## config.mk

```make
export PLATFORM = sky130hd
export DESIGN_NAME = aff_div_stage
export DESIGN_NICKNAME = d
export VERILOG_FILES = /design/src/rtl/aff_pkg.sv /design/src/rtl/aff_div_stage.sv
export SDC_FILE = /design/constraint.sdc
export NUM_CORES = 1
export LEC_CHECK = 0
export BUFFER_PORTS_ARGS = -buffer_cell sky130_fd_sc_hd__buf_2
export CAP_MARGIN = 20
export CORE_AREA = 2 2 432 434
export CTS_CLUSTER_SIZE = 16
export DETAILED_ROUTE_END_ITERATION = 16
export DIE_AREA = 0 0 434 436
export GPL_TIMING_DRIVEN = 0
export PLACE_DENSITY = 0.31
export REMOVE_ABC_BUFFERS = 1
export SLEW_MARGIN = 10
export SYNTH_ARGS = -nofsm -noshare
export SYNTH_HDL_FRONTEND = slang
export SYNTH_SLANG_ARGS = --single-unit
```

## constraint.sdc

```tcl
create_clock -name clk -period 1.1 [get_ports clk]
set_input_delay 0.22 -clock clk [delete_from_list [all_inputs] [get_ports clk]]
set_output_delay 0.22 -clock clk [all_outputs]
set_load 0.005 [all_outputs]
```

## src/rtl/aff_pkg.sv

```systemverilog
// Shared types and constants for the attraction field force pipeline.
// No dependencies; used by every rtl module of the block.
package aff_pkg;

	localparam int FW  = 32;   // force / coordinate width
	localparam int MW  = 33;   // magnitude of an offset
	localparam int SWW = 63;   // |strength| * |weight|
	localparam int DW  = 66;   // squared distance
	localparam int RW  = 95;   // numerator / remainder
	localparam int QW  = 35;   // quotient bits 34..0
	localparam int CW  = 101;  // compare width for den << 34

	// one register per divider bit plus front end and output stage
	localparam int LAT = 40;

	localparam logic [DW-1:0] MIN_SQ  = DW'(429025);  // 655^2, 0.01 squared
	localparam logic [QW-1:0] SAT_MAG = QW'(64'h2_0000_0000);

	localparam logic [2:0] REG_CX  = 3'd0;
	localparam logic [2:0] REG_CY  = 3'd1;
	localparam logic [2:0] REG_CZ  = 3'd2;
	localparam logic [2:0] REG_RAD = 3'd3;
	localparam logic [2:0] REG_STR = 3'd4;

	typedef struct packed {
		logic [2:0][RW-1:0] rem;
		logic [DW-1:0]      den;
		logic [2:0][QW-1:0] quo;
		logic [2:0]         neg;
		logic [2:0][FW-1:0] fin;
		logic               act;
		logic               last;
	} div_t;

endpackage

```

## src/rtl/aff_div_stage.sv

```systemverilog
// One restoring-division stage: resolves quotient bit BIT for all three axes.
// Depends on aff_pkg.
module aff_div_stage import aff_pkg::*; #(
	parameter int BIT = 0
) (
	input  logic clk,
	input  logic arst_n,
	input  logic vld,
	input  div_t stg,
	output logic vld_o,
	output div_t stg_o
);

	logic [CW:0]   trial [3];
	logic [CW-1:0] dsh;
	div_t          nxt;

	always_comb begin
		nxt = stg;
		dsh = CW'(stg.den) << BIT;
		for (int i = 0; i < 3; i++) begin
			trial[i] = {1'b0, CW'(stg.rem[i])} - {1'b0, dsh};
			if (!trial[i][CW]) begin
				nxt.rem[i]      = trial[i][RW-1:0];
				nxt.quo[i][BIT] = 1'b1;
			end
		end
	end

	always_ff @(posedge clk or negedge arst_n) begin
		if (!arst_n) begin
			vld_o <= 1'b0;
		end else begin
			vld_o <= vld;
		end
	end

	always_ff @(posedge clk) begin
		stg_o <= nxt;
	end

endmodule

```

**Word-level counts from Yosys, hierarchy flattened**

Cells that the tools add are included.

- Add/subtract/negate cells: 3
- $mul: 0
- Divide/modulo/power cells: 0
- $lt $le $gt $ge: 0
- Eq/ne operators: 0
- Shift operators: 0
- Mux-type cells: 3
- Bitwise operators: 0
- Reduce and logical (&&, ||, !) cells: 0

Operators with widths:

| operator | count |
|---|---|
| $sub A95 B66 Y96 | 3 |
| $mux W95 | 3 |

- Register bits after elaboration: 558
- Bits in latches: 0
- Bits in writable memories: 0
- Memory bits (read-only): 0
- Input port bits: 560
- Memories: 0

**Depth between registers and ports, before layout**

- Depth after elaboration: 2
- Gate-level depth with buffers: 15
- Gate-level depth less buffers: 14

**Worst setup path before layout**

Ideal clock, no wire load.

- Path kind: input to register
- Start: in stg[207] in the netlist's numbering
- End: reg stg_o[426] in the netlist's numbering
- Arrival time: 3252 ps
- Required time: 999 ps
- Path slack: -2253 ps
- Stages: 14
- Buffers on the path: 3
- Path through: inv_1 -> ha_1 -> nor2b_1 -> o31a_1 -> o211ai_1 -> o41ai_2 -> a31oi_1 -> o21ai_1 -> a21oi_1 -> clkbuf_1 -> clkbuf_1 -> buf_1 -> nand2_1 -> o41ai_1

RTL lines:

| element | line | text |
|---|---|---|
| start, declared | aff_div_stage.sv:9 | `input div_t stg,` |
| end signal, assigned | aff_div_stage.sv:39 | `stg_o <= nxt;` |
| end, declared | aff_div_stage.sv:11 | `output div_t stg_o` |

==> metrics.md <==
| Metric | Value |
|---|---|
| Status | finished, violations left |
| Failing checks | hold timing, setup timing |
| Number of search-and-repair iterations in the first detailed-routing pass | 8 |
| Number of global-route vias before repair | 34150 |
| Crit path max fanout | 7 |
| Number of buffer cells added on primary ports | 1117 |
| Area of the placeable core | 184600 um^2 |
| Antenna violations before repair | 82 |
| Average wire per standard cell | 25.80 um |
| RePlAce Congestion | 0.9013 |
| Overflow left after global routing | 0 |
| Critical path type | input port to flip-flop |
| Global-route wire length before repair | 268300 um |
| Vertical extent of the die | 436 um |
| CP top delay family | simple AND/OR/NAND/NOR gates |
| Net total in the final layout | 6059 |
| Area added between synthesis and finish | 85.97% |
| Share of synthesized area occupied by flip-flops and latches | 39.78% |
| Worst hold slack across all endpoints | -311.7 ps |
| Iter 0 DRT Violations | 1660 |
| Vias after detailed routing | 33920 |
| TritonCTS Sinks | 558 |
| Non-Filler Instances | 7888 |
| Pleak | 0.02165 uW |
| GRT Util Overall | 20.25% |
| Cell chosen for the clock root | clkbuf_16 |
| Average instance area after synthesis | 8.356 um^2 |
| Required time of the critical path | 1660 ps |
| Worst Hold Class | input port to flip-flop |
| I/O pin cnt | 1118 |
| Max-slew headroom at the worst pin | 24.12% |
| Cts bufs inserted | 80 |
| Number of placement rows | 158 |
| ANT nets after route | 0 |
| Die width | 434 um |
| Measured slew at the worst slew-check pin | 1128 ps |
| Starting utilization of the core area | 15.21% |
| Number of max-cap violations | 0 |
| Maximum number of pins on one net before global-route repair | 34 |
| CTS tree | done |
| Clock Pin Slew Worst Setup and Hold Paths | 60 ps |
| Post-synth top area share | 39.69% |
| Setup repair after global routing missed its margin | true |
| CTS max path bufs | 3 |
| Syn Inst Count | 3362 |
| Crit-path max cell delay | 600 ps |
| Fraction of registers with async set or reset after synthesis | 0.1792% |
| Register bit count reported by yosys | 558 |
| Fraction of layout cells with a size suffix above 1 | 40.00% |
| Buf+Inv Stages, Crit Path | 4 |
| Combined area of all synthesized cells | 28090 um^2 |
| Total of fill cells in the finished design | 20010 |
| Max-slew violation count | 0 |
| Area used by multi-input combinational logic | 19570 um^2 |
| Cell-by-cell trace of the critical path | buf_2, inv_1, ha_1, nand4_1, nor3_4, nand2_1, or3_1, o21ai_4, buf_12, a21oi_4, buf_6, or4_4, o41ai_2, o21ai_1 |
| Detailed placement HPWL | 160400 um |
| Number of levels in the clock H-tree | 3 |
| Category of the worst setup path capture point | flip-flop |
| Distinct cell type count after synthesis | 72 |
| Minimum setup slack in the final design | -1939 ps |
| Die Footprint | 189200 um^2 |
| Timing-limited maximum frequency | 329.1 MHz |
| CP Data Arrival Time | 3590 ps |
| Placed cell count | 6839 |
| Setup violation total in the final timing report | 846 |
| Post-synthesis cell type with the largest combined area | dfxtp_1 |
| Final Routed Wirelength | 203500 um |
| Worst-case setup slack after placement | -4240 ps |
| Slowest cell on the critical path | or4_4 |
| Fin crit share | 276.3% |
| Crit path time final | 3039 ps |
| Final core utilization | 28.29% |
| Power per Cell Area | 1382 nW/um^2 |
| Synth cell count leaders | dfxtp_1, a21oi_1, nand2_1 |
| Most common cell in the synthesized netlist | dfxtp_1 |
| Synth Warn # | 0 |
| Ratio of routed vias to standard cells | 4.300 |
| Synth Flop Type | dfxtp_1 |
| Top cells by area, synth | dfxtp_1, ha_1, a21oi_1 |
| Sequential cell area | 11180 um^2 |
| IR drop worst, VDD | 0.001047 V |
| Element type at the critical path start | input port |
| Residual DRC count | 0 |
| Post-synth EDFFs | 0 |
| Hold Fails Final Rpt | 8 |
==> cell type report <==
type	count	area share [%]
sequential	558	21.39
antenna	45	0.2155
inverter	134	1.356
tap	2480	5.939
timing repair buffer	1989	28.50
multi-input combinational	2535	37.46
clock inverter	43	0.9220
clock buffer	104	4.217
==> path summary, 6_finish.rpt <==
path / startpoint / endpoint / slack [ps] / cells past startpoint
max: stg[263] / stg_o[445] / -1940 / 14
min: stg[206] / stg_o[206] / -310 / 1
max in group asynchronous: arst_n / vld_o / 480 / 3
min in group asynchronous: arst_n / vld_o / 480 / 3
==> placed cells by master (no fill, tap or decap), types with 59 or more instances in the layout <==
cell type      count
a21o_1            68
a21oi_1          304
buf_2           1097
buf_4            202
clkbuf_16         91
clkinvlp_4        62
dfxtp_1          557
dlygate4sd3_1    562
ha_1              59
ha_4              81
inv_1             77
nand2_1          344
nand4_1           87
nor2_1           266
o21ai_0          164
xnor2_1          136
xor2_1           122
==> logic make-up (layout without fill, tap and decap cells) <==
group | Yosys count | after routing | synth area share [%]
simple gates | 1086 | 1089 | 17.95
compound gates | 971 | 972 | 20.99
flops | 558 | 558 | 39.78
buf+inv | 273 | 2270 | 3.692
xor+xnor | 266 | 266 | 8.293
fa+ha+maj | 201 | 201 | 9.032
mux | 7 | 7 | 0.2672
other cells | 0 | 45 | 0
==> routing by layer <==
| metal | vias to the layer above | track usage, % | routed length, um |
|---|---|---|---|
| met4 | 6 | 11.34 | 12580 |
| met5 | - | 0 | 34 |
| met1 | 16390 | 20.68 | 73230 |
| met3 | 388 | 2.700 | 8345 |
| li1 | 15980 | - | - |
| met2 | 1162 | 39.03 | 109300 |
==> state kept, by name, indices dropped and copies added (netlist names) <==
register	cells
stg_o	557
vld_o	1
==> timing repair <==
action	in CTS	in global routing
hold buffers	524	38
pin swaps	133	124
resized for setup	596	310
setup endpoints to repair	846	846
setup buffers	175	103
cloned	11	12
hold endpoints to repair	559	46
==> power breakdown <==
group	internal [uW]	switching [uW]
registers	22600	778
clock network	15900	11400
logic	9350	12100
==> per-stage QoR <==
step	hold slack (ps)	TNS [ps]	power, uW	instance area [um^2]
after CTS	-372.7	-651230	72280	49340
after global placement	33.51	-2381280	40480	36250
after detailed placement	34.53	-980060	40310	36650
after floorplan	-75.59	-1178120	31190	27560
final	-311.7	-614620	72220	52240
after global routing	-358.1	-665330	75630	52220
Power figures use the tool's default switching activity.
