$ cat src/rtl/aff_pkg.sv
// Shared types and constants for the attraction field force pipeline.
// No dependencies; used by every rtl module of the block.
package aff_pkg;

	localparam int FW  = 32;   // force / coordinate width
	localparam int MW  = 33;   // magnitude of an offset
	localparam int SWW = 63;   // |strength| * |weight|
	localparam int DW  = 66;   // squared distance
	localparam int RW  = 95;   // numerator / remainder
	localparam int QW  = 35;   // quotient bits 34..0
	localparam int CW  = 101;  // compare width for den << 34

	// one register per divider bit plus front end and output stage
	localparam int LAT = 40;

	localparam logic [DW-1:0] MIN_SQ  = DW'(429025);  // 655^2, 0.01 squared
	localparam logic [QW-1:0] SAT_MAG = QW'(64'h2_0000_0000);

	localparam logic [2:0] REG_CX  = 3'd0;
	localparam logic [2:0] REG_CY  = 3'd1;
	localparam logic [2:0] REG_CZ  = 3'd2;
	localparam logic [2:0] REG_RAD = 3'd3;
	localparam logic [2:0] REG_STR = 3'd4;

	typedef struct packed {
		logic [2:0][RW-1:0] rem;
		logic [DW-1:0]      den;
		logic [2:0][QW-1:0] quo;
		logic [2:0]         neg;
		logic [2:0][FW-1:0] fin;
		logic               act;
		logic               last;
	} div_t;

endpackage

$ cat src/rtl/aff_back.sv
// Output stage: clamps each quotient, adds it by sign to the force in, saturates.
// Out-of-range beats keep their force. Depends on aff_pkg.
module aff_back import aff_pkg::*; (
	input  logic               clk,
	input  logic               arst_n,
	input  logic               vld,
	input  div_t               stg,
	output logic               done,
	output logic [2:0][FW-1:0] fout,
	output logic               in_range,
	output logic               last_out
);

	logic [2:0][QW-1:0] mag;
	logic [2:0][FW+2:0] sum;
	logic [2:0][FW-1:0] sat;

	always_comb begin
		for (int i = 0; i < 3; i++) begin
			mag[i] = (stg.quo[i][QW-1] || (stg.quo[i][QW-2] && |stg.quo[i][QW-3:0]))
				? SAT_MAG : stg.quo[i];
			// mag never exceeds 2^33, so the 35-bit sum cannot wrap
			if (stg.neg[i]) begin
				sum[i] = {{3{stg.fin[i][FW-1]}}, stg.fin[i]} - mag[i];
			end else begin
				sum[i] = {{3{stg.fin[i][FW-1]}}, stg.fin[i]} + mag[i];
			end
			if (!stg.act) begin
				sat[i] = stg.fin[i];
			end else if (sum[i][FW+2] && !(&sum[i][FW+1:FW-1])) begin
				sat[i] = {1'b1, {(FW-1){1'b0}}};
			end else if (!sum[i][FW+2] && (|sum[i][FW+1:FW-1])) begin
				sat[i] = {1'b0, {(FW-1){1'b1}}};
			end else begin
				sat[i] = sum[i][FW-1:0];
			end
		end
	end

	always_ff @(posedge clk or negedge arst_n) begin
		if (!arst_n) begin
			done <= 1'b0;
		end else begin
			done <= vld;
		end
	end

	always_ff @(posedge clk) begin
		fout     <= sat;
		in_range <= stg.act;
		last_out <= stg.last;
	end

endmodule

$ cat config.mk
export PLATFORM = sky130hd
export DESIGN_NAME = aff_back
export DESIGN_NICKNAME = d
export VERILOG_FILES = /design/src/rtl/aff_pkg.sv /design/src/rtl/aff_back.sv
export SDC_FILE = /design/constraint.sdc
export NUM_CORES = 1
export LEC_CHECK = 0
export ABC_CLOCK_PERIOD_IN_PS = 800
export CORE_AREA = 2 2 259 261
export CTS_CLUSTER_SIZE = 16
export DETAILED_ROUTE_END_ITERATION = 6
export DIE_AREA = 0 0 261 263
export DONT_BUFFER_PORTS = 1
export PLACE_DENSITY_LB_ADDON = 0.3
export REMOVE_ABC_BUFFERS = 1
export SYNTH_ARGS = -nofsm -noshare
export SYNTH_HDL_FRONTEND = slang
export SYNTH_SLANG_ARGS = --single-unit
$ cat constraint.sdc
create_clock -name clk -period 0.8 [get_ports clk]
set_input_delay 0.2 -clock clk [delete_from_list [all_inputs] [get_ports clk]]
set_output_delay 0.2 -clock clk [all_outputs]
set_load 0.02 [all_outputs]
### Word level (Yosys, flattened, before mapping)

Cells that the tools add are included.
Widths: inputs -> output; s select.

* flip-flop bits (word level): 99
* output and inout port bits: 99
* logic and storage cells: 54

* add/sub/neg operators: 6
* mux-type cells: 15
* reduce and logical (&&, ||, !) cells: 27

Operators with widths (number)
* $mux 32: 9
* $mux 35: 6
* $add 35x35->35: 3
* $sub 35x35->35: 3
* $reduce_or 33->1: 3
* $logic_and 1x1->1: 9
* $reduce_and 3->1: 3
* $reduce_or 3->1: 3
* $logic_not 1->1: 6
* $logic_or 1x1->1: 3

### Depth between registers and ports, before layout

* word-level depth: 11
* mapped depth: 30
* mapped depth without buffers: 26

### Worst setup path after synthesis

Ideal clock, no wire load.

* path kind: input-to-reg
* start point: in stg[142] in the netlist's numbering
* end point: reg fout[33] in the netlist's numbering
* setup time: 0.091 ns
* arrival: 6.454 ns
* data required time: 0.709 ns
* slack: -5.745 ns
* stages on the path: 30
* buffers on the path: 4
* path through: nor3_1 nand2_1 nor4_1 and2_1 nand2_1 nor4_1 nand3_1 o21ai_1 clkbuf_1 nand2_1 ha_1 inv_1 nor2_1 nor2_1 or2_2 clkbuf_1 o211ai_1 ha_1 clkbuf_1 a21oi_1 o211ai_1 a221oi_1 o41ai_2 o221a_1 a2111o_1 a21o_1 xnor2_1 o311a_1 clkbuf_1 a311oi_1

RTL lines
* start, declared: line aff_back.sv:7 `input div_t stg,`
* end signal, assigned: line aff_back.sv:49 `fout <= sat;`
* end, declared: line aff_back.sv:9 `output logic [2:0][FW-1:0] fout,`

==> impl_metrics.yaml <==
yosys:
  synth_flop_cell: "dfxtp_1"
  ys_warn_count: 0
  syn_inst: 1580
  synth.ff_latch_count: 99
  syn-cell-area_sq_mm: 0.0115
  ys_types: 78
  postSynthAreaPerCell_sq_um: 7.27
  synth-async-reset-ratio_pct: 1.01
  synth_edf_count: 0
  ys_seq_area_share_pct: 17.3
placed_design:
  post-place-cells: 2823
  dpl_worst_slack_ps: -5220
  io_buffers: 0
  place_hpwl_microns: 45400
  gp_congestion: 0.884
worst_hold_path:
  worstHoldPathCells: 1
  hp-start: "stg[1]"
  hold_end: "fout[57]"
  min_path_type: "input port to register"
status:
  status: "complete, but fails checks"
  failed_checks: "hold timing, setup timing"
drt:
  drt_wl_total_microns: 60800
  firstDrtPassIters: 5
  ant_nets: 0
  num_vias: 14300
  drt_iter0_drc: 748
  drc: 0
  viasPerCell: 4.77
  wire_per_inst_microns: 20.3
sta:
  tightest_slew_ps: 747
  hold_violations: 21
  maxSlewViolCount: 0
  fmax_mhz: 201
  max_slew_margin_pct: 50.2
  worst_slack_ps: -4170
  rsz0062_at_grt: "yes"
  whs_ps: -81.3
  finalSetupViolCount: 195
  layout_min_cycle_time_ps: 4970
  finalCritPeriodShare_pct: 622
clocking:
  tritoncts: "yes"
  cts_made_buffers: 9
  clockBufferDepth: 2
  htree_num_levels: 3
  cts-hold-fix-buffers: 69
  clock_sinks: 99
  cts_root_buffer: "clkbuf_16"
  clk_pin_slew_ps: 80
power:
  powerDensity_mw_per_mm2: 1620
  leakagePower_nw: 8.03
  power_frac_comb_pct: 58.5
  switching_share_pct: 42.4
  power.switching_mw: 13.6
  vdd_drop_max_mv: 1.10
  internal-power_mw: 18.5
  seq_power_share_pct: 26.9
  clkPwrFrac_pct: 14.6
finish:
  drive_gt1_share_pct: 40.7
  nets: 2781
  stdcell_count: 2995
  nFillCells: 6947
  area_growth_pct: 71.9
worst_setup_path:
  worst-setup-path-type: "input port to register"
  crit_slowest_cell: "o311a_4"
  start_kind: "input port"
  arrival_ps: 5270
  critical_path.top_delay_family: "compound AO/OA/AOI/OAI gates"
  path_buf_inv: 2
  cpPeakStageDelay_ps: 450
  cp_max_fo: 8
  required_ps: 1100
  critPathCaptureType: "register"
die:
  pin_count: 659
  rows: 94
  dieWidth_microns: 261
  start_util_pct: 17.5
  core_area_sq_mm: 0.0656
  dieArea_sq_mm: 0.0686
  die_y_microns: 263
global_routing:
  grt_pass1_vias: 14500
  grt_pass1_wl_microns: 88800
  antenna_found_initial: 9
  grt_max_degree: 102
  overflow: 0
  track_usage_pct: 17.1
job:
  maxCapViolCount: 0
==> through the flow <==
| step | setup TNS, ps | total power [mW] | cell area (sq um) | utilization (%) |
|---|---|---|---|---|
| 6_report | -402600 | 32.1 | 19700 | 30.1 |
| 5_1_grt | -424400 | 33.9 | 19700 | 30.1 |
| 4_1_cts | -410960 | 31.5 | 19100 | 29.2 |
| 3_5_place_dp | -461690 | 22.2 | 15800 | 24.1 |
| 3_3_place_gp | -453690 | 22.1 | 15800 | 24.1 |
| 2_1_floorplan | -603910 | 15.5 | 11200 | - |
==> logic make-up after synthesis <==
logic type,share of synthesized area (%)
compound gates,30.9
xor+xnor,11.1
buf+inv,3.99
flops,17.3
simple gates,24.4
fa+ha+maj,12.0
mux,0.447
==> cell usage after synthesis (all sizes together), types with 4 or more instances <==
cell / n / area [sq um]
o311ai: 11 / 96.3
inv: 47 / 176
a21oi: 148 / 741
nand2: 140 / 526
o41ai: 8 / 85.1
o21a: 15 / 113
a211oi: 14 / 118
a21o: 33 / 248
a21boi: 8 / 60.1
o221a: 33 / 372
a31o: 4 / 35.0
xor2: 84 / 736
o2bb2ai: 29 / 260
nor3: 58 / 290
a211o: 6 / 52.6
or2: 8 / 50.1
o21bai: 9 / 67.6
and3: 9 / 56.3
nand2b: 26 / 163
and4: 4 / 35.0
nand4: 11 / 68.8
nand3: 58 / 290
o21ai: 63 / 315
dfxtp: 98 / 1960
o31ai: 4 / 30.0
mux2i: 4 / 40.0
ha: 105 / 1310
xnor2: 61 / 534
nor4: 15 / 93.8
or4: 9 / 75.1
o22ai: 4 / 25.0
nor2: 213 / 800
or3: 17 / 106
buf: 12 / 71.3
clkbuf: 55 / 206
nor3b: 4 / 35.0
and2: 10 / 62.6
nor2b: 15 / 96.3
a31oi: 26 / 163
a311oi: 30 / 263
o211ai: 31 / 233
==> power by group through the flow <==
stage                     sequential [mW]  clock, mW  combinational (mW)
after global placement               8.51          0                13.6
after CTS                            8.53       4.97                18.0
after detailed placement             8.46          0                13.7
after floorplan                      8.09          0                7.38
after global routing                 8.77       5.06                20.1
final                                8.63       4.69                18.7
==> layout by cell type, fill, tap and decap left out, types with 33 or more instances in the layout <==
cell,count
a21o_1,33
inv_1,44
nor3_1,48
o21ai_0,44
dlygate4sd3_1,69
dfxtp_4,44
nand3_1,54
a21oi_1,120
ha_1,94
nand2_1,133
buf_4,460
dfxtp_1,43
xor2_1,80
xnor2_1,58
nor2_1,177
==> layout make-up <==
type,instances,area [sq um],share of cell area [%]
multi-input combinational,1366,10800,54.5
timing repair buffer,589,5250,26.6
sequential,99,2170,11.0
tap,864,1080,5.48
clock buffer,10,229,1.16
inverter,48,183,0.925
clock inverter,6,50.0,0.254
antenna,13,32.5,0.165
==> repair_timing <==
action,CTS,global route
setup buffers,52,22
resized for setup,343,124
endpoints found under the hold margin,100,34
endpoints found under the setup margin,195,195
pin swaps,118,64
cloned,15,0
==> state kept, by name (all words and copies together), names as in the netlist <==
| register | cells |
|---|---|
| done | 1 |
| in_range | 1 |
| fout | 96 |
| last_out | 1 |
==> worst max-delay path by stage <==
stage,start,cells past startpoint,slack (ps),endpoint
floorplan,stg[122],18,-6620,fout[0]
global placement,stg[142],27,-4990,fout[32]
detailed placement,stg[142],29,-5220,fout[42]
CTS,stg[142],29,-4330,fout[42]
global route,stg[142],28,-4430,fout[42]
finish,stg[142],27,-4170,fout[42]
==> routing by layer <==
| layer | part of all wire, % | vias to the layer above | GRT usage [%] |
|---|---|---|---|
| li1 | - | 6960 | - |
| met2 | 49 | 484 | 29.8 |
| met3 | 7.1 | 98 | 4.42 |
| met5 | 0 | - | 0 |
| met1 | 39 | 6733 | 19.2 |
| met4 | 4.4 | 0 | 8.29 |
No activity file was read; power rests on OpenSTA's default activity.
